[src/rtl/rbs_pkg.sv]
// Shared types and constants for the ray/box slab test pipeline.
// No dependencies; imported by every module of the block.
package rbs_pkg;

  // Divider: 32 quotient bits resolved over DivStages stages
  localparam int unsigned StepsPerStage = 4;
  localparam int unsigned DivStages     = 32 / StepsPerStage;
  // Registers from the input register to the divider output
  localparam int unsigned DivLatency    = DivStages + 2;
  // Select stages after the divider (last one is the output register)
  localparam int unsigned SelLatency    = 3;
  localparam int unsigned PipeDepth     = 1 + DivLatency + SelLatency;

  // Wide ray parameter: Q16.16 plus room for the unbounded marks
  localparam int unsigned TW = 35;
  localparam logic signed [TW-1:0] TInf   = 35'sh1_0000_0000;
  localparam logic signed [TW-1:0] TMiss  = -35'sd65536;
  localparam logic signed [TW-1:0] S32Max = 35'sh0_7FFF_FFFF;
  localparam logic signed [TW-1:0] S32Min = -35'sh0_8000_0000;

  typedef struct packed {
    logic signed [31:0] origin_x;
    logic signed [31:0] origin_y;
    logic signed [31:0] origin_z;
    logic signed [31:0] dir_x;
    logic signed [31:0] dir_y;
    logic signed [31:0] dir_z;
    logic signed [31:0] box_min_x;
    logic signed [31:0] box_min_y;
    logic signed [31:0] box_min_z;
    logic signed [31:0] box_max_x;
    logic signed [31:0] box_max_y;
    logic signed [31:0] box_max_z;
  } rbs_req_t;

  typedef struct packed {
    logic signed [31:0] hit_distance;
    logic               hit_valid;
  } rbs_rsp_t;

  // Per-axis flags that ride alongside the dividers
  typedef struct packed {
    logic [2:0] dir_zero;
    logic [2:0] in_slab;
  } rbs_side_t;

endpackage

[src/rtl/rbs_select.sv]
// Slab combine: per-axis ordering, entry max / exit min, tie and miss selection.
// Three register stages, the last drives the result. Depends on rbs_pkg.
module rbs_select (
  input  logic                clk_i,
  input  logic                en_i,
  input  logic signed [31:0]  qlo_i [3],
  input  logic signed [31:0]  qhi_i [3],
  input  rbs_pkg::rbs_side_t  side_i,
  input  logic [15:0]         eps_i,
  output rbs_pkg::rbs_rsp_t   rsp_o
);
  import rbs_pkg::*;

  logic signed [TW-1:0] en_q [3], lv_q [3], en_d [3], lv_d [3];
  logic signed [TW-1:0] t0_q, t1_q, t0_d, t1_d;
  rbs_rsp_t rsp_q, rsp_d;

  always_comb begin
    logic signed [TW-1:0] a, b;
    for (int i = 0; i < 3; i++) begin
      a = TW'(qlo_i[i]);
      b = TW'(qhi_i[i]);
      if (side_i.dir_zero[i]) begin
        en_d[i] = side_i.in_slab[i] ? -TInf : TInf;
        lv_d[i] = side_i.in_slab[i] ? TInf : -TInf;
      end else begin
        en_d[i] = (a < b) ? a : b;
        lv_d[i] = (a < b) ? b : a;
      end
    end
  end

  always_comb begin
    t0_d = -TInf;
    t1_d = TInf;
    for (int i = 0; i < 3; i++) begin
      if (en_q[i] > t0_d) t0_d = en_q[i];
      if (lv_q[i] < t1_d) t1_d = lv_q[i];
    end
  end

  always_comb begin
    logic signed [TW-1:0] d, ad, res;
    d  = t1_q - t0_q;
    ad = d[TW-1] ? -d : d;
    priority if (ad < $signed({19'd0, eps_i})) begin
      res = t0_q;
    end else if (t1_q >= t0_q) begin
      res = (t0_q > 0) ? t0_q : t1_q;
    end else begin
      res = TMiss;
    end
    if (res > S32Max) res = S32Max;
    if (res < S32Min) res = S32Min;
    rsp_d.hit_distance = res[31:0];
    rsp_d.hit_valid    = res > 0;
  end

  always_ff @(posedge clk_i) begin
    if (en_i) begin
      en_q  <= en_d;
      lv_q  <= lv_d;
      t0_q  <= t0_d;
      t1_q  <= t1_d;
      rsp_q <= rsp_d;
    end
  end

  assign rsp_o = rsp_q;

endmodule

[config.mk]
export PLATFORM = sky130hd
export DESIGN_NAME = rbs_select
export DESIGN_NICKNAME = d
export VERILOG_FILES = /design/src/rtl/rbs_pkg.sv /design/src/rtl/rbs_select.sv
export SDC_FILE = /design/constraint.sdc
export NUM_CORES = 1
export LEC_CHECK = 0
export BUFFER_PORTS_ARGS = -buffer_cell sky130_fd_sc_hd__buf_2
export CORE_UTILIZATION = 61
export DETAILED_ROUTE_END_ITERATION = 10
export PLACE_DENSITY = 0.82
export SETUP_SLACK_MARGIN = 0.4
export SYNTH_ARGS = -nofsm -noshare
export SYNTH_HDL_FRONTEND = slang
export SYNTH_SLANG_ARGS = --single-unit
[constraint.sdc]
create_clock -name clk_i -period 10.7 [get_ports clk_i]
set_clock_uncertainty 0.1 [all_clocks]
set_input_delay 1.07 -clock clk_i [delete_from_list [all_inputs] [get_ports clk_i]]
set_output_delay 1.07 -clock clk_i [all_outputs]
set_load 0.1 [all_outputs]
==> flow_summary.json <==
{
  "clock_sinks": 305,
  "vias": 22412,
  "hold_path_depth": 2,
  "cts_tree": "built",
  "status": "complete, no violations",
  "r2r_cells": 28,
  "coreArea_um2": 40800,
  "synth_edf_count": 305,
  "synthCells": 2713,
  "hpwl_um": 64400,
  "drt_wl_total_um": 80400,
  "cts-htree-levels": 1,
  "clk_latency_ns": 0.59,
  "hold_violations": 0,
  "crit_fanout": 43,
  "seq_area_um2": 9160,
  "cts_setup_buffers": 0,
  "rsz0062_at_grt": "no",
  "drv_cap": 0,
  "nets": 3375,
  "ys_seq_elements": 305,
  "slowest_delay_ns": 0.97,
  "path_clk_slew_ns": 0.07,
  "finish.utilization_pct": 68.8,
  "post_drt_via_cell_ratio": 6.52,
  "crit_family": "compound AO/OA/AOI/OAI gates",
  "firstDrtPassIters": 6,
  "overflow": 0,
  "chipWidth_um": 206,
  "final-setup-viol-count": 0,
  "ant_nets": 0,
  "multi_input_area_um2": 14500,
  "cts-root-buf": "clkbuf_16",
  "layout_common_cells": "inv_1 (305), edfxtp_1 (305), ha_1 (278), nand2_1 (262), buf_2 (247)",
  "drv_slew": 0,
  "crit_required_ns": 11.00,
  "die_area_um2": 42200,
  "synth_warnings": 0,
  "max_freq_ghz": 0.110,
  "place_congestion": 1.02,
  "row_count": 74,
  "cts.repair.resized": 0,
  "layout_min_cycle_time_ns": 9.09,
  "dieHeight_um": 206,
  "worstHoldStart": "lv_q[28]$_SDFFCE_PP0P_",
  "drive_gt1_share_pct": 13.8,
  "ios": 249,
  "antenna_found_initial": 4,
  "synth_fp_nets": 3208,
  "leakage_nw": 12.9,
  "slew_headroom_pct": 13.1,
  "cp.buffers_inverters": 3,
  "start_kind": "flop",
  "r2r_slack_ns": 1.61,
  "cts-buffers-inserted": 31,
  "synth.distinct_cells": 90,
  "cp_slowest_cell": "or4_1",
  "clock_path_buffers": 3,
  "r2r_end": "rsp_o[31]$_DFFE_PP_",
  "hold_buffers": 0,
  "port_buffers": 248,
  "arrival_ns": 9.39,
  "power_density_nw_per_um2": 237,
  "ys_seq_area_share_pct": 36.3,
  "crit-reg2reg-launch": "t1_q[0]$_DFFE_PP_",
  "start_util_pct": 61.9,
  "grt_usage_pct": 37.6,
  "cp_common_cell": "a21oi_1",
  "avgSynthCellArea_um2": 9.31,
  "grt_max_degree": 95,
  "n_fill_cell": 3221,
  "first_iter_violations": 2390,
  "hold_class": "reg2reg",
  "grt_pass1_wl_um": 121000,
  "worstSetupPathType": "reg2reg",
  "syn_area_um2": 25300,
  "synthFlopType": "edfxtp_1",
  "synthArstFlopShare_pct": 0,
  "avgRoutedWirePerCell_um": 23.4,
  "worst_slew_pin_slew_ns": 1.30,
  "post-route-period-util_pct": 85.0,
  "syn_to_final_growth_pct": 11.2,
  "ir_drop_mv": 0.247,
  "worstHoldEndpoint": "t1_q[28]$_DFFE_PP_",
  "drc": 0,
  "grt_pass1_vias": 21513,
  "finalSetupTns_ns": 0,
  "cp-end-kind": "flop"
}
sequential cells by signal, summed over array words and instances, names as in the netlist:
name	count
lv_q	102
t0_q	34
rsp_o	33
en_q	102
t1_q	34
layer usage:
layer / track usage [%] / up-vias / wire length (um)
li1: - / 10414 / -
met1: 46.5 / 10615 / 31200
met2: 62.9 / 1147 / 37700
met3: 4.80 / 232 / 6290
met4: 21.9 / 4 / 5130
met5: 0 / - / 28
power breakdown:
part	internal [mW]	switching (mW)
Clock	0.726	0.487
Combinational	1.20	2.44
Sequential	1.62	0.171
worst reg2reg max path: cells and delay by family (launching register included):
kind,cells,cell delay [ns]
AO/OA/AOI/OAI,16,4.83
flip-flops,1,0.43
adder cells (fa/ha/maj),3,0.89
XOR/XNOR,1,0.15
AND/OR/NAND/NOR,5,2.07
buffers and inverters,3,0.43
synthesized netlist by cell type, types with 9 or more instances:
cell type,n,share of area (%)
nand3_1,34,0.67
o211ai_1,41,1.2
o21a_1,33,0.98
nor2b_1,36,0.89
a211o_1,38,1.3
clkbuf_1,120,1.8
xor2_1,14,0.49
nor4_1,27,0.67
o2111ai_1,40,1.4
nor2_1,109,1.6
o21ai_1,33,0.65
nand4_1,64,1.6
a21o_1,68,2.0
o31ai_1,43,1.3
nand2_1,262,3.9
inv_1,307,4.6
nand2b_1,33,0.82
nor3_1,38,0.75
buf_2,14,0.28
edfxtp_1,305,36
a31oi_1,11,0.27
a21oi_1,223,4.4
o21ai_0,98,1.9
mux2_2,35,1.6
or4_1,11,0.33
a211oi_1,21,0.62
a22o_1,11,0.38
xnor2_1,23,0.80
mux2i_1,201,8.0
ha_1,278,14
o22ai_1,9,0.22
worst max-delay path by stage:
stage,startpoint,endpoint,cells past startpoint
floorplan,en_q[76]$_SDFFCE_PP0P_,t0_q[10]$_DFFE_PP_,40
global placement,en_q[77]$_SDFFCE_PP0P_,t0_q[0]$_DFFE_PP_,39
detailed placement,en_q[77]$_SDFFCE_PP0P_,t0_q[0]$_DFFE_PP_,39
CTS,en_q[77]$_SDFFCE_PP0P_,t0_q[0]$_DFFE_PP_,39
global route,en_q[77]$_SDFFCE_PP0P_,t0_q[0]$_DFFE_PP_,39
finish,t1_q[0]$_DFFE_PP_,rsp_o[31]$_DFFE_PP_,28
per-stage QoR:
| step | std cells | total power, mW | hold WS (ns) | worst slack, ns | area, um2 |
|---|---|---|---|---|---|
| floorplan | 2713 | 4.40 | 0.450 | 3.17 | 25300 |
| global placement | 3379 | 5.28 | 0.487 | 1.81 | 27000 |
| detailed placement | 3379 | 5.37 | 0.513 | 1.75 | 27000 |
| CTS | 3437 | 6.58 | 0.526 | 1.69 | 28100 |
| global route | 3437 | 7.00 | 0.567 | 1.27 | 28100 |
| finish | 3440 | 6.65 | 0.541 | 1.61 | 28100 |
cell type report:
| type | instances | share of cell area, % |
|---|---|---|
| tap | 532 | 2.37 |
| clock inverter | 26 | 1.25 |
| sequential | 305 | 32.6 |
| multi-input combinational | 1957 | 51.6 |
| antenna | 3 | 0.0267 |
| clock buffer | 32 | 2.78 |
| inverter | 309 | 4.13 |
| timing repair buffer | 276 | 5.25 |
kinds of logic (layout without fill, tap and decap cells):
family	Yosys count	count (layout)	share of synthesized area, %
AO/OA/AOI/OAI	742	742	19.4
XOR/XNOR	37	37	1.28
adder cells (fa/ha/maj)	279	279	13.8
buffers and inverters	451	643	6.87
flip-flops	305	305	36.3
multiplexers	236	236	9.52
other	0	3	0
AND/OR/NAND/NOR	663	663	12.8
Note: power is estimated with default switching activity, not from simulation.
