File: src/rtl/rbs_pkg.sv
// Shared types and constants for the ray/box slab test pipeline.
// No dependencies; imported by every module of the block.
package rbs_pkg;

  // Divider: 32 quotient bits resolved over DivStages stages
  localparam int unsigned StepsPerStage = 4;
  localparam int unsigned DivStages     = 32 / StepsPerStage;
  // Registers from the input register to the divider output
  localparam int unsigned DivLatency    = DivStages + 2;
  // Select stages after the divider (last one is the output register)
  localparam int unsigned SelLatency    = 3;
  localparam int unsigned PipeDepth     = 1 + DivLatency + SelLatency;

  // Wide ray parameter: Q16.16 plus room for the unbounded marks
  localparam int unsigned TW = 35;
  localparam logic signed [TW-1:0] TInf   = 35'sh1_0000_0000;
  localparam logic signed [TW-1:0] TMiss  = -35'sd65536;
  localparam logic signed [TW-1:0] S32Max = 35'sh0_7FFF_FFFF;
  localparam logic signed [TW-1:0] S32Min = -35'sh0_8000_0000;

  typedef struct packed {
    logic signed [31:0] origin_x;
    logic signed [31:0] origin_y;
    logic signed [31:0] origin_z;
    logic signed [31:0] dir_x;
    logic signed [31:0] dir_y;
    logic signed [31:0] dir_z;
    logic signed [31:0] box_min_x;
    logic signed [31:0] box_min_y;
    logic signed [31:0] box_min_z;
    logic signed [31:0] box_max_x;
    logic signed [31:0] box_max_y;
    logic signed [31:0] box_max_z;
  } rbs_req_t;

  typedef struct packed {
    logic signed [31:0] hit_distance;
    logic               hit_valid;
  } rbs_rsp_t;

  // Per-axis flags that ride alongside the dividers
  typedef struct packed {
    logic [2:0] dir_zero;
    logic [2:0] in_slab;
  } rbs_side_t;

endpackage

File: src/rtl/rbs_div_pipe.sv
// Pipelined signed Q16.16 divider: (num << 16) / den, truncated, saturated to 32 bits.
// Restoring division, StepsPerStage bits per stage. Depends on rbs_pkg.
module rbs_div_pipe (
  input  logic               clk_i,
  input  logic               en_i,
  input  logic signed [32:0] num_i,
  input  logic signed [31:0] den_i,
  output logic signed [31:0] quot_o
);
  import rbs_pkg::*;

  logic [31:0] r_q  [DivStages+1];
  logic [31:0] nb_q [DivStages+1];
  logic [31:0] dv_q [DivStages+1];
  logic [31:0] q_q  [DivStages+1];
  logic        s_q  [DivStages+1];
  logic        ov_q [DivStages+1];
  logic [31:0] r_d  [DivStages];
  logic [31:0] nb_d [DivStages];
  logic [31:0] q_d  [DivStages];
  logic signed [31:0] quot_q, quot_d;

  logic [32:0] num_mag;
  logic [31:0] den_mag;

  always_comb begin
    num_mag = num_i[32] ? 33'(-num_i) : 33'(num_i);
    den_mag = den_i[31] ? 32'(-den_i) : 32'(den_i);
  end

  // StepsPerStage compare/subtract steps per stage
  always_comb begin
    logic [32:0] t;
    logic [31:0] r, nb, q;
    for (int s = 0; s < DivStages; s++) begin
      r  = r_q[s];
      nb = nb_q[s];
      q  = q_q[s];
      for (int k = 0; k < StepsPerStage; k++) begin
        t = {r, nb[31]};
        if (t >= {1'b0, dv_q[s]}) begin
          r = 32'(t - {1'b0, dv_q[s]});
          q = {q[30:0], 1'b1};
        end else begin
          r = t[31:0];
          q = {q[30:0], 1'b0};
        end
        nb = {nb[30:0], 1'b0};
      end
      r_d[s]  = r;
      nb_d[s] = nb;
      q_d[s]  = q;
    end
  end

  always_comb begin
    logic [31:0] qm;
    qm = q_q[DivStages];
    if (!s_q[DivStages]) begin
      quot_d = (ov_q[DivStages] || qm[31]) ? 32'sh7FFF_FFFF : $signed(qm);
    end else begin
      quot_d = (ov_q[DivStages] || qm > 32'h8000_0000) ? 32'sh8000_0000 : $signed(-qm);
    end
  end

  always_ff @(posedge clk_i) begin
    if (en_i) begin
      // high part of the scaled dividend is the starting remainder
      r_q[0]  <= {15'd0, num_mag[32:16]};
      nb_q[0] <= {num_mag[15:0], 16'd0};
      dv_q[0] <= den_mag;
      q_q[0]  <= '0;
      s_q[0]  <= num_i[32] ^ den_i[31];
      ov_q[0] <= {15'd0, num_mag[32:16]} >= den_mag;
      for (int s = 0; s < DivStages; s++) begin
        r_q[s+1]  <= r_d[s];
        nb_q[s+1] <= nb_d[s];
        dv_q[s+1] <= dv_q[s];
        q_q[s+1]  <= q_d[s];
        s_q[s+1]  <= s_q[s];
        ov_q[s+1] <= ov_q[s];
      end
      quot_q <= quot_d;
    end
  end

  assign quot_o = quot_q;

endmodule

File: config.mk
export PLATFORM = sky130hd
export DESIGN_NAME = rbs_div_pipe
export DESIGN_NICKNAME = d
export VERILOG_FILES = /design/src/rtl/rbs_pkg.sv /design/src/rtl/rbs_div_pipe.sv
export SDC_FILE = /design/constraint.sdc
export NUM_CORES = 2
export LEC_CHECK = 0
export BUFFER_PORTS_ARGS = -buffer_cell sky130_fd_sc_hd__buf_2
export CAP_MARGIN = 20
export CORE_MARGIN = 8
export CORE_UTILIZATION = 35
export CTS_CLUSTER_SIZE = 20
export DETAILED_ROUTE_END_ITERATION = 10
export GPL_ROUTABILITY_DRIVEN = 0
export HOLD_SLACK_MARGIN = 0.06
export PLACE_DENSITY = 0.5
export SLEW_MARGIN = 20
export SYNTH_ARGS = -nofsm -noshare
export SYNTH_HDL_FRONTEND = slang
export SYNTH_SLANG_ARGS = --single-unit
File: constraint.sdc
create_clock -name clk_i -period 13.2 [get_ports clk_i]
set_clock_uncertainty 0.15 [all_clocks]
set_input_delay 2.64 -clock clk_i [delete_from_list [all_inputs] [get_ports clk_i]]
set_output_delay 2.64 -clock clk_i [all_outputs]
set_load 0.02 [all_outputs]
==> flow_summary_export.csv <==
group,metric,value,unit
routing,ant_nets,0,
routing,remaining_drc_errors,0,
worst_setup_path,cp_common_cell,"sky130_fd_sc_hd__a21o_1",
timing,finalWorstPathRequiredPeriod,12.64,ns
placed_design,buffer_ports.inserted,98,
timing,worst_pin_slew,1.17,ns
worst_setup_path,critical_path_cell_count,59,
synthesis,synth_largest_type_area_fraction,0.260,
die,die-width,507,um
routing,drt_pre_antenna_iters,5,
global_route,grt_first_pass_wirelength,432000,um
final_layout,nNetsFinal,11800,
synthesis,syn_area,84300,um^2
hold_path,timing.hold.worst.class,"reg2reg",
die,pin_count,99,
worst_setup_path,r2r.worst_path.cells,59,
worst_setup_path,worst_ep_required_time,13.58,ns
synthesis,synth-seq-cells,731,
timing,slew_limit_fails,0,
flow_run,cap_viol_max_count,0,
worst_setup_path,critical_path.endpoint_type,"register",
die,initial_utilization,0.351,
cts,clock_path_buffers,3,
outcome,run_status,"complete, no violations",
global_route,track_usage,0.211,
placed_design,place.detailed.hpwl,237000,um
final_layout,area_taken_by_flip_flops_and_latches,22000,um^2
cts,cts.sinks,731,
global_route,antenna_found_initial,7,
worst_setup_path,slowest_stage_delay_on_critical_path,0.59,ns
routing,routed_wire_length_per_instance,20.5,um
cts,htree_num_levels,3,
timing,fin_tns_setup,0,ns
worst_setup_path,crit_fanout,16,
worst_setup_path,crit_path_top_delay_cell,"sky130_fd_sc_hd__or4_1",
synthesis,ys_warn_count,0,
synthesis,postSynthNetCount,10800,
routing,wirelength,286000,um
timing,number_of_setup_violations_in_the_final_report,0,
timing,finalHoldViolations,0,
final_layout,drive_gt1_frac,0.184,
worst_setup_path,worstSetupPathType,"reg2reg",
cts,clk_root_buffer_cell,"sky130_fd_sc_hd__clkbuf_16",
die,placement_rows,180,
synthesis,yosys.cell_types.count,107,
timing,maxClockFrequency,0.0791,GHz
die,die-area,257000,um^2
worst_setup_path,critical_path_buffers_and_inverters,11,
cts,clock_latency,0.76,ns
synthesis,synth_top_cells_by_area,"sky130_fd_sc_hd__edfxtp_1, sky130_fd_sc_hd__ha_1, sky130_fd_sc_hd__mux2_2",
timing,slew_headroom,0.216,
synthesis,postSynth.asyncResetShare,0,
worst_setup_path,cp.arrival,13.02,ns
synthesis,synth_area_per_cell,8.72,um^2
worst_setup_path,kind_of_cell_adding_the_most_delay_to_the_critical_path,"compound AO/OA/AOI/OAI gates",
final_layout,fill_cells,24000,
routing,drt-vias-per-instance,5.55,
timing,min_period_over_period,0.957,
worst_setup_path,worstSetupStartpointType,"register",
final_layout,multi_input_comb_area,59700,um^2
die,core_area,240000,um^2
global_route,grt_pass1_vias,74100,
synthesis,number_of_standard_cells_after_synthesis,9671,
die,die_height,507,um
hold_path,min_delay_path_depth,0,
synthesis,count_of_flip_flops_with_a_built_in_enable_after_synthesis,731,
cts,clkTransAtPathRegs,0.06,ns
routing,drt_iter0_drc,6001,
global_route,grt-ovfl-total,0,
routing,routed-via-count,77200,
synthesis,ys.flop_type,"sky130_fd_sc_hd__edfxtp_1",
cts,cts_tree,"built",
final_layout,area_growth_from_synthesis_to_layout,17.9,%
cts,number_of_clock_buffers_inserted_by_tritoncts,90,
synthesis,yosysSeqAreaShare,0.260,
global_route,grt_start_max_net_pins,169,
synthesis,netlist.top_cell.by_area,"sky130_fd_sc_hd__edfxtp_1",
-- layer usage --
layer	share of wire	global-route usage	routed length (um)
met5	0	0	0
met1	0.46	0.286	131000
met2	0.46	0.356	132000
met4	0.031	0.0654	8950
met3	0.047	0.0203	13500
-- logic make-up (layout without fill, tap and decap cells) --
kind of cell	count (synthesis)	in the layout	share of synthesized area
multiplexers	551	551	0.0734
buffers and inverters	824	1889	0.0383
AO/OA/AOI/OAI	3095	3096	0.236
adder cells (fa/ha/maj)	1038	1038	0.156
AND/OR/NAND/NOR	2569	2569	0.147
XOR/XNOR	863	863	0.0897
other	0	4	0
flip-flops	731	731	0.260
-- worst paths after layout --
path | start | endpoint | slack (ns)
hold reg to reg | q_q[0][224] | q_q[0][260] | 0.26
hold / removal | q_q[0][224] | q_q[0][260] | 0.26
setup reg to reg | dv_q[0][138] | r_q[0][161] | 0.56
setup / recovery | dv_q[0][138] | r_q[0][161] | 0.56
-- registers in the layout, indices dropped and copies added (netlist names) --
name	flops
dv_q	256
quot_o	32
s_q	9
ov_q	9
nb_q	40
q_q	144
r_q	241
-- area by class of cell --
type / instances / share of cell area
tap: 3185 / 0.0401
timing repair buffer: 1112 / 0.0840
clock inverter: 68 / 0.00814
antenna: 4 / 0.000101
multi-input combinational: 8117 / 0.601
inverter: 607 / 0.0232
sequential: 731 / 0.221
clock buffer: 102 / 0.0231
-- repair_timing --
action | 4_1_cts | 5_1_grt
gates cloned | 0 | 1
hold buffers | 0 | 0
resized for setup | 5 | 149
pin swaps | 0 | 16
setup endpoints to repair | 31 | 232
buffers inserted | 0 | 41
-- cells in the final DEF, fill, tap and decap left out, drive strengths merged, types with 257 or more instances in the layout --
cell type / n
mux2: 502
a21oi: 902
inv: 617
o21ai: 680
ha: 1018
xnor2: 606
nand2: 760
buf: 1112
xor2: 257
nor2: 632
a21o: 479
edfxtp: 731
-- synthesized netlist by cell type, types with 75 or more instances --
cell type,instances
sky130_fd_sc_hd__a21o_1,477
sky130_fd_sc_hd__a21oi_1,900
sky130_fd_sc_hd__a31oi_1,95
sky130_fd_sc_hd__and3_1,79
sky130_fd_sc_hd__clkbuf_1,135
sky130_fd_sc_hd__edfxtp_1,731
sky130_fd_sc_hd__ha_1,1018
sky130_fd_sc_hd__inv_1,592
sky130_fd_sc_hd__mux2_2,472
sky130_fd_sc_hd__nand2_1,760
sky130_fd_sc_hd__nand2b_1,122
sky130_fd_sc_hd__nand3_1,203
sky130_fd_sc_hd__nand4_1,144
sky130_fd_sc_hd__nor2_1,630
sky130_fd_sc_hd__nor2b_1,119
sky130_fd_sc_hd__nor3_1,173
sky130_fd_sc_hd__o21a_1,158
sky130_fd_sc_hd__o21ai_0,672
sky130_fd_sc_hd__o21bai_1,140
sky130_fd_sc_hd__o31ai_1,75
sky130_fd_sc_hd__xnor2_1,606
sky130_fd_sc_hd__xor2_1,257
-- stage by stage --
stage	cells	util	area [um^2]	setup WS (ns)	hold slack (ns)
final	13900	0.414	99400	0.564	0.265
after global routing	13900	0.414	99400	-0.0895	0.267
after CTS	13900	0.410	98500	0.0409	0.267
after detailed placement	13700	0.397	95400	-0.142	0.255
after global placement	13700	0.397	95400	-0.0867	0.251
after floorplan	9671	-	84300	0.321	0.250
Power is not shown: default switching activity piles up to over one toggle a cycle in this logic, so the estimate is an artifact.
